$ cat src/hw/rtl/gf2tab_pkg.sv
// ----------------------------------------------------------------------------
// GF(2) transpose product package
// Widths and the control bundle that the top level shares with its cells.
// ----------------------------------------------------------------------------
package gf2tab_pkg;

	// Width of the A, B and product words on the ports.
	localparam int WORD_W = 64;

	// Width of the product row index on the output port.
	localparam int ROW_W = 6;

	// Default block size: number of accumulator rows and used word bits.
	localparam int BLOCK_BITS_DEF = 64;

	// Per-cycle command from the controller to every cell of the chain.
	typedef struct packed {
		logic take;   // an input item is accepted this cycle
		logic shift;  // drain step: each cell loads its upper neighbor, the top cell zeros
	} cell_ctrl_t;

endpackage

$ cat src/hw/rtl/gf2tab_cell.sv
// ----------------------------------------------------------------------------
// GF(2) accumulator cell
// Holds one accumulator row. It XORs in the B word when its A bit is set,
// and during a drain it takes over the row of its upper neighbor.
// ----------------------------------------------------------------------------
module gf2tab_cell #(
	parameter int BLOCK_BITS = gf2tab_pkg::BLOCK_BITS_DEF
) (
	input  logic                    clk,
	input  logic                    arst_n,
	input  gf2tab_pkg::cell_ctrl_t  ctrl,
	input  logic                    sel_bit,
	input  logic [BLOCK_BITS-1:0]   b_word,
	input  logic [BLOCK_BITS-1:0]   next_row,
	output logic [BLOCK_BITS-1:0]   row
);
	import gf2tab_pkg::*;

	logic [BLOCK_BITS-1:0] row_q;

	always_ff @(posedge clk or negedge arst_n) begin
		if (!arst_n) begin
			row_q <= '0;
		end else if (ctrl.shift) begin
			row_q <= next_row;
		end else if (ctrl.take && sel_bit) begin
			row_q <= row_q ^ b_word;
		end
	end

	assign row = row_q;

endmodule
$ cat config.mk
export PLATFORM = sky130hd
export DESIGN_NAME = gf2tab_cell
export DESIGN_NICKNAME = d
export VERILOG_FILES = /design/src/hw/rtl/gf2tab_pkg.sv /design/src/hw/rtl/gf2tab_cell.sv
export SDC_FILE = /design/constraint.sdc
export NUM_CORES = 1
export LEC_CHECK = 0
export ABC_CLOCK_PERIOD_IN_PS = 800
export BUFFER_PORTS_ARGS = -buffer_cell sky130_fd_sc_hd__buf_2
export CAP_MARGIN = 40
export CORE_MARGIN = 1
export CORE_UTILIZATION = 40
export CTS_CLUSTER_SIZE = 30
export DETAILED_ROUTE_END_ITERATION = 12
export HOLD_SLACK_MARGIN = 0.06
export PLACE_DENSITY_LB_ADDON = 0.25
export SETUP_SLACK_MARGIN = 0.2
export SYNTH_ARGS = -nofsm -noshare
export SYNTH_HDL_FRONTEND = slang
export SYNTH_SLANG_ARGS = --single-unit
export TNS_END_PERCENT = 5
$ cat constraint.sdc
create_clock -name clk -period 0.8 [get_ports clk]
set_clock_uncertainty 0.2 [all_clocks]
set_input_delay 0.2 -clock clk [delete_from_list [all_inputs] [get_ports clk]]
set_output_delay 0.2 -clock clk [all_outputs]
set_load 0.02 [all_outputs]
==> impl_metrics.env, run 1 <==
export IMPL_start_util_pct=41.2
export IMPL_port_buffers=196
export IMPL_p_int_mw=6.77
export IMPL_dr_pass1_iters=4
export IMPL_cp_num_buf_inv=1
export IMPL_drt_total_wl_um=9470
export IMPL_fillCellCount=669
export IMPL_r2r_slack_ps=-390
export IMPL_slew_headroom_pct=85.6
export IMPL_holdWs_ps=-350
export IMPL_fmax_mhz=778
export IMPL_cts_tree="built"
export IMPL_syn_area_um2=3390
export IMPL_synthesis_nets=481
export IMPL_finalSetupViolCount=128
export IMPL_path_class="flop to primary output"
export IMPL_power_mw=9.71
export IMPL_pwr_share_clk_pct=29.4
export IMPL_rsz0062_at_grt="yes"
export IMPL_antenna_left=0
export IMPL_drt_iter0_markers=87
export IMPL_seqCellArea_um2=1600
export IMPL_dp_hpwl_um=6350
export IMPL_peakVddDrop_mv=0.967
export IMPL_cts_max_path_buffers=2
export IMPL_slowest_stage="dfrtp_1"
export IMPL_cp_cell_sequence="buf_2"
export IMPL_dr_wl_met2_um=4730
export IMPL_syn_avg_cell_area_um2=9.74
export IMPL_grt_pass1_vias=3262
export IMPL_antenna_found_initial=0
export IMPL_status="finished with violations"
export IMPL_seqPwrFrac_pct=39.7
export IMPL_highest_layer="met4"
export IMPL_timing_final_ws_setup_ps=-486
export IMPL_min_period_over_period_pct=161
export IMPL_max_cap_violations=0
export IMPL_grt_use_total_pct=21.2
export IMPL_place_ws_ps=-532
export IMPL_place_gp_congestion=0.758
export IMPL_sw_frac_of_total_pct=30.3
export IMPL_die_h_um=94.0
export IMPL_worstPathMaxFanout=2
export IMPL_min_period_ps=1290
export IMPL_hold_viol_final=128
export IMPL_multi_input_area_um2=1640
export IMPL_grt_overflow=0
export IMPL_wl_met3_um=674
export IMPL_largest_register_ff_count=64
export IMPL_pwr_share_comb_pct=30.8
export IMPL_vias=3311
export IMPL_drc_errors=0
export IMPL_rows=33
export IMPL_cts_root_buf="clkbuf_8"
export IMPL_htree_levels=3
export IMPL_cp_start_kind="flop"
export IMPL_cellPowerDensity_nw_per_um2=1820
export IMPL_violations="negative hold slack, negative setup slack"
export IMPL_via_per_inst=4.73
export IMPL_dieArea_um2=8840
export IMPL_cellLeakagePower_nw=2.64
export IMPL_post_drt_wl_per_cell_um=13.5
export IMPL_nets=724
export IMPL_critical_path_arrival_ps=890
export IMPL_cpPeakStageDelay_ps=400
export IMPL_min_path_type="input pin to async pin"
export IMPL_syn_to_final_growth_pct=57.6
export IMPL_p_sw_mw=2.94
export IMPL_final_util_pct=65.0
export IMPL_yosysWarnings=0
export IMPL_numCtsBuffers=9
export IMPL_n_antenna_cell=0
export IMPL_ys_ff_latch=64
export IMPL_end_kind="primary output"
export IMPL_syn_inst=348
export IMPL_core_area_um2=8220
export IMPL_tightestPinTransition_ps=216
export IMPL_ys_seq_area_share_pct=47.3
export IMPL_clk_pin_slew_ps=70
export IMPL_ys_types=12
export IMPL_fp_dieW_um=94.0
export IMPL_slew_viol_final=0
export IMPL_worstPathRequired_ps=400
export IMPL_io_pins=197
export IMPL_cp_top_family="flip-flops"
export IMPL_grt_pass1_wl_um=14500
export IMPL_drt_met1_wl_um=3920
export IMPL_drive_gt1_share_pct=52.6
export IMPL_cts_sinks=64
export IMPL_grt_max_degree=42
export IMPL_clock_latency_ps=330
-- timing repair --
action	4_1_cts	5_1_grt
setup endpoints to repair	128	128
hold endpoints to repair	128	128
buffers inserted	41	9
resized for setup	42	30
pin swaps	4	4
-- layer usage --
layer  track usage (%)  vias up
met5                 0        -
met2              36.3      142
met4              7.18        0
li1                  -     1633
met1              25.7     1524
met3              5.42       12
-- Yosys cell counts, drive strengths merged --
| cell type | instances | area share (%) |
|---|---|---|
| dfrtp | 64 | 47 |
| nand2 | 64 | 7.1 |
| nand3 | 64 | 13 |
| o21ai | 64 | 9.8 |
| xor2 | 64 | 17 |
| buf | 16 | 5.3 |
| clkbuf | 12 | 1.3 |
-- per-stage QoR --
stage	instance area [um2]	cells	TNS, ps	hold WS, ps
floorplan	3460	348	-18950	-296
global placement	4530	635	-35140	13.3
detailed placement	4530	635	-36530	3.77
CTS	5150	691	-45330	-359
global route	5340	700	-50300	-346
finish	5340	700	-45260	-350
-- placed cells by master (no fill, tap or decap) --
cell and n:
o21ai_2 3, xor2_1 61, buf_2 161, clkbuf_8 12
buf_4 62, buf_6 28, nand2_1 64, clkinv_2 2
dfrtp_1 64, nand3_1 32, nand3_2 32, bufinv_16 1
xor2_2 3, o21ai_1 61, buf_12 9
-- final timing paths --
| kind | from | to | depth (start not counted) |
|---|---|---|---|
| setup / recovery | row[51]$_DFFE_PN0P_ | row[51] | 1 |
| hold / removal | arst_n | row[14]$_DFFE_PN0P_ | 2 |
| setup reg to reg | row[37]$_DFFE_PN0P_ | row[37]$_DFFE_PN0P_ | 4 |
| hold reg to reg | row[3]$_DFFE_PN0P_ | row[3]$_DFFE_PN0P_ | 2 |
| max in group asynchronous | arst_n | row[43]$_DFFE_PN0P_ | 2 |
| min in group clk | next_row[56] | row[56]$_DFFE_PN0P_ | 3 |
-- power groups by stage --
stage                     Sequential (mW)  Combinational (mW)  Clock, mW
after floorplan                      4.36               0.894          0
after global placement               3.90                2.27          0
after detailed placement             3.91                2.31          0
after CTS                            3.83                2.82       2.93
after global routing                 3.89                3.25       3.04
final                                3.85                2.99       2.86
-- logic make-up after synthesis --
logic type / count (synthesis) / share of synthesized area (%)
compound gates: 64 / 9.79
xor+xnor: 64 / 16.5
buf+inv: 28 / 6.61
flops: 64 / 47.3
simple gates: 128 / 19.8
-- area by class of cell --
| class | instances | share of cell area, % |
|---|---|---|
| timing repair buffer | 260 | 33.1 |
| tap | 105 | 2.46 |
| clock buffer | 12 | 3.09 |
| multi-input combinational | 256 | 30.6 |
| clock inverter | 3 | 0.750 |
| sequential | 64 | 30.0 |
(Power assumes the default switching activity.)
==> run 2, diff against run 1 <==
- CORE_MARGIN: 1 -> 3
- REMOVE_ABC_BUFFERS: not set -> 1
==> impl_metrics.env, run 2 (same netlist as run 1, synthesis figures left out) <==
export IMPL_rows=32
export IMPL_drc_errors=0
export IMPL_cts_max_path_buffers=2
export IMPL_cpPeakStageDelay_ps=400
export IMPL_dp_hpwl_um=7010
export IMPL_dr_pass1_iters=4
export IMPL_die_h_um=98.0
export IMPL_grt_use_total_pct=19.8
export IMPL_timing_final_ws_setup_ps=-483
export IMPL_min_path_type="input pin to async pin"
export IMPL_holdWs_ps=-335
export IMPL_max_cap_violations=0
export IMPL_drt_met1_wl_um=4150
export IMPL_wl_met3_um=809
export IMPL_htree_levels=3
export IMPL_cts_tree="built"
export IMPL_finalSetupViolCount=128
export IMPL_drt_total_wl_um=10000
export IMPL_peakVddDrop_mv=0.895
export IMPL_final_cell_count_no_fill=694
export IMPL_cts_root_buf="clkbuf_8"
export IMPL_fmax_mhz=779
export IMPL_antenna_found_initial=0
export IMPL_end_kind="primary output"
export IMPL_critical_path_arrival_ps=880
export IMPL_design_area_um2=5250
export IMPL_largest_register_ff_count=64
export IMPL_cellPowerDensity_nw_per_um2=1880
export IMPL_rsz0062_at_grt="yes"
export IMPL_min_period_ps=1280
export IMPL_slew_viol_final=0
export IMPL_slowest_stage="dfrtp_1"
export IMPL_dieArea_um2=9610
export IMPL_layout_commonest_cell="buf_2"
export IMPL_min_period_over_period_pct=160
export IMPL_cp_cell_sequence="buf_2"
export IMPL_drt_iter0_markers=85
export IMPL_path_class="flop to primary output"
export IMPL_clk_pin_slew_ps=80
export IMPL_hold_viol_final=128
export IMPL_io_pins=197
export IMPL_violations="negative hold slack, negative setup slack"
export IMPL_worstPathMaxFanout=2
export IMPL_start_util_pct=42.5
export IMPL_grt_pass1_wl_um=15700
export IMPL_antenna_left=0
export IMPL_clock_latency_ps=310
export IMPL_place_gp_congestion=0.780
export IMPL_drive_gt1_share_pct=51.2
export IMPL_highest_layer="met4"
export IMPL_placed_area_um2=4470
export IMPL_via_per_inst=4.76
export IMPL_n_antenna_cell=0
export IMPL_worstPathRequired_ps=400
export IMPL_fp_dieW_um=98.0
export IMPL_dp_cells=631
export IMPL_r2r_slack_ps=-450
export IMPL_vias=3301
export IMPL_slew_headroom_pct=84.5
export IMPL_numCtsBuffers=9
export IMPL_port_buffers=196
export IMPL_layout_common_cells="170 x buf_2, 64 x nand2_1, 64 x dfrtp_1"
export IMPL_cellLeakagePower_nw=2.58
export IMPL_cp_start_kind="flop"
export IMPL_core_area_um2=7970
export IMPL_status="finished with violations"
export IMPL_cp_num_buf_inv=1
export IMPL_syn_to_final_growth_pct=54.8
export IMPL_grt_max_degree=52
export IMPL_cp_top_family="flip-flops"
export IMPL_nets=720
export IMPL_grt_overflow=0
export IMPL_tightestPinTransition_ps=233
export IMPL_post_drt_wl_per_cell_um=14.5
export IMPL_grt_pass1_vias=3297
export IMPL_cts_sinks=64
export IMPL_dr_wl_met2_um=4980
## run 2: cell count changes in the layout (fill, tap and decap cells not counted), sizes merged
cell and change:
buf -4, bufinv +1, clkbuf -1, clkinv -1
clkinvlp +2
## run 2: final cells by class
type / count / area, um2
Clock buffer: 11 / 141
Clock inverter: 5 / 80.1
Fill cell: 672 / 2720
Multi-Input combinational cell: 256 / 1610
Sequential cell: 64 / 1600
Tap cell: 102 / 128
Timing Repair Buffer: 256 / 1680
## run 2: repair_timing
item                                   4_1_cts  5_1_grt
endpoints found under the hold margin      128      128
setup endpoints to repair                  128      128
cloned                                       0        0
resized for setup                           31       28
pin swaps                                   16        3
setup buffers                               27       20
## run 2: metrics by stage
| step | utilization (%) | hold WS (ps) | setup slack [ps] | total power, mW | setup TNS [ps] |
|---|---|---|---|---|---|
| 2_1_floorplan | - | -296 | -222 | 4.98 | -15140 |
| 3_3_place_gp | 56.1 | 10.1 | -447 | 6.17 | -34190 |
| 3_5_place_dp | 56.1 | 17.4 | -503 | 6.21 | -35950 |
| 4_1_cts | 62.5 | -347 | -506 | 9.65 | -44000 |
| 5_1_grt | 65.8 | -335 | -525 | 10.4 | -50010 |
| 6_report | 65.8 | -335 | -483 | 9.86 | -44680 |
## run 2: path summary, 6_finish.rpt
path / from / end / cells past startpoint
hold reg to reg: row[41]$_DFFE_PN0P_ / row[41]$_DFFE_PN0P_ / 2
min in group clk: next_row[8] / row[8]$_DFFE_PN0P_ / 3
setup reg to reg: row[54]$_DFFE_PN0P_ / row[54]$_DFFE_PN0P_ / 4
max in group asynchronous: arst_n / row[26]$_DFFE_PN0P_ / 2
hold / removal: arst_n / row[47]$_DFFE_PN0P_ / 2
setup / recovery: row[57]$_DFFE_PN0P_ / row[57] / 1
## run 2: metal layers
metal | up-vias | GRT usage [%]
met5 | - | 0
met4 | 0 | 5.11
met3 | 10 | 5.36
met2 | 126 | 32.8
met1 | 1540 | 25.7
li1 | 1625 | -
## run 2: power by group
group	total, mW	internal, mW	leakage [nW]	switching, mW
Combinational	2.91	1.42	1.70	1.49
Clock	3.09	1.84	0.106	1.25
Sequential	3.86	3.60	0.775	0.257
==> run 3, diff against run 2 <==
- ABC_AREA: not set -> 1
- CORE_UTILIZATION: 40 -> 43
==> impl_metrics.env, run 3 <==
export IMPL_max_cap_violations=0
export IMPL_rows=35
export IMPL_grt_overflow=0
export IMPL_min_period_ps=1310
export IMPL_drc_errors=0
export IMPL_worstPathRequired_ps=400
export IMPL_seqCellArea_um2=1600
export IMPL_vias=4826
export IMPL_dp_hpwl_um=8750
export IMPL_clk_pin_slew_ps=80
export IMPL_cts_root_buf="clkbuf_8"
export IMPL_ys_ff_latch=64
export IMPL_fmax_mhz=765
export IMPL_cp_top_family="flip-flops"
export IMPL_peakVddDrop_mv=0.876
export IMPL_multi_input_area_um2=1900
export IMPL_cts_tree="built"
export IMPL_io_pins=197
export IMPL_synth_edf_count=0
export IMPL_dieArea_um2=10900
export IMPL_cts_sinks=64
export IMPL_yosysWarnings=0
export IMPL_syn_to_final_growth_pct=41.1
export IMPL_cp_start_kind="flop"
export IMPL_async_reset_ff_share_pct=100
export IMPL_drt_iter0_markers=218
export IMPL_n_antenna_cell=0
export IMPL_cp_num_buf_inv=1
export IMPL_holdWs_ps=-518
export IMPL_ys_flop_type="dfrtp_1"
export IMPL_min_path_type="input pin to async pin"
export IMPL_yosysTopAreaCell="dfrtp_1"
export IMPL_dr_pass1_iters=4
export IMPL_synthMostInstantiatedCell="nand2_1"
export IMPL_timing_final_ws_setup_ps=-508
export IMPL_syn_avg_cell_area_um2=6.25
export IMPL_grt_max_degree=42
export IMPL_hold_viol_final=128
export IMPL_dp_cells=981
export IMPL_clock_latency_ps=320
export IMPL_violations="negative hold slack, negative setup slack"
export IMPL_status="finished with violations"
export IMPL_synth_area_top_cells="dfrtp_1 38%, nand2_1 29%, nand3_1 15%"
export IMPL_netlist_area_leader_share_pct=38.3
export IMPL_worstPathMaxFanout=4
export IMPL_syn_area_um2=4180
export IMPL_core_area_um2=9330
export IMPL_grt_use_total_pct=21.9
export IMPL_finalSetupViolCount=128
export IMPL_slew_headroom_pct=80.0
export IMPL_drt_total_wl_um=12200
export IMPL_ys_seq_area_share_pct=38.3
export IMPL_cellLeakagePower_nw=3.72
export IMPL_antenna_found_initial=0
export IMPL_die_h_um=105
export IMPL_cellPowerDensity_nw_per_um2=1620
export IMPL_fillCellCount=890
export IMPL_slowest_stage="dfrtp_1"
export IMPL_start_util_pct=44.8
export IMPL_final_cell_count_no_fill=1033
export IMPL_syn_inst=669
export IMPL_numCtsBuffers=9
export IMPL_grt_pass1_vias=4418
export IMPL_grt_pass1_wl_um=19900
export IMPL_layout_commonest_cell="nand2_1"
export IMPL_tightestPinTransition_ps=299
export IMPL_cts_max_path_buffers=2
export IMPL_antenna_left=0
export IMPL_ys_types=11
export IMPL_power_mw=9.53
export IMPL_place_gp_congestion=0.751
export IMPL_cpPeakStageDelay_ps=410
export IMPL_fp_dieW_um=105
export IMPL_via_per_inst=4.67
export IMPL_drive_gt1_share_pct=30.8
export IMPL_critical_path_arrival_ps=910
export IMPL_nets=1034
export IMPL_post_drt_wl_per_cell_um=11.9
export IMPL_largest_register_ff_count=64
export IMPL_place_ws_ps=-448
export IMPL_min_period_over_period_pct=163
export IMPL_layout_common_cells="314 x nand2_1, 177 x buf_2, 124 x inv_1"
export IMPL_cp_cell_sequence="buf_2"
export IMPL_end_kind="primary output"
export IMPL_rsz0062_at_grt="yes"
export IMPL_path_class="flop to primary output"
export IMPL_port_buffers=196
export IMPL_slew_viol_final=0
export IMPL_htree_levels=3
export IMPL_yosys_top_cells_count="320 x nand2_1, 128 x inv_1, 128 x nand3_1, 64 x dfrtp_1, 14 x buf_6"
run 3: what timing repair did:
item                                    4_1_cts  5_1_grt
endpoints found under the setup margin      128      128
resized for setup                            24       35
endpoints found under the hold margin       128      128
buffers inserted                             27       11
pin swaps                                     2       11
run 3: per-layer routing:
layer / up-vias / GRT usage (%) / routed length, um
li1: 2453 / - / -
met1: 2184 / 27.9 / 5180
met2: 177 / 38.0 / 5960
met3: 12 / 4.20 / 975
met4: 0 / 5.90 / 128
met5: - / 0 / 0
run 3: report_power, final:
| part | total [mW] | internal, mW | leakage [nW] | switching, mW |
|---|---|---|---|---|
| Sequential | 3.90 | 3.58 | 0.780 | 0.315 |
| Clock | 2.50 | 1.35 | 0.0886 | 1.15 |
| Combinational | 3.13 | 1.41 | 2.85 | 1.72 |
| Total | 9.53 | 6.35 | 3.72 | 3.18 |
run 3: area by class of cell:
cell class	instances	share of cell area (%)
clock buffers	14	2.93
flip-flops and latches	64	27.1
inverters	129	8.21
repair buffers	247	26.7
multi-input cells	450	32.3
well taps	129	2.74
run 3: final timing paths:
path | start | endpoint | slack (ps) | cells after the start
hold reg to reg | row[31]$_DFFE_PN0P_ | row[31]$_DFFE_PN0P_ | 370 | 2
setup reg to reg | row[5]$_DFFE_PN0P_ | row[5]$_DFFE_PN0P_ | -300 | 5
max in group asynchronous | arst_n | row[56]$_DFFE_PN0P_ | 510 | 2
min in group clk | next_row[49] | row[49]$_DFFE_PN0P_ | -110 | 3
setup / recovery | row[3]$_DFFE_PN0P_ | row[3] | -510 | 1
hold / removal | arst_n | row[41]$_DFFE_PN0P_ | -520 | 1
run 3: metrics by stage:
stage	setup TNS [ps]	util, %	cell area (um2)	hold WS [ps]
2_1_floorplan	-81890	-	3950	-296
3_3_place_gp	-35500	56.4	5260	-169
3_5_place_dp	-36660	56.4	5260	-169
4_1_cts	-45570	61.2	5710	-527
5_1_grt	-51860	63.3	5900	-531
6_report	-45050	63.3	5900	-518
run 3: kinds of logic (layout without fill, tap and decap cells):
logic type	after synthesis	count (layout)	share of synthesized area, %
simple gates	450	450	44.5
buf+inv	155	390	17.3
flops	64	64	38.3
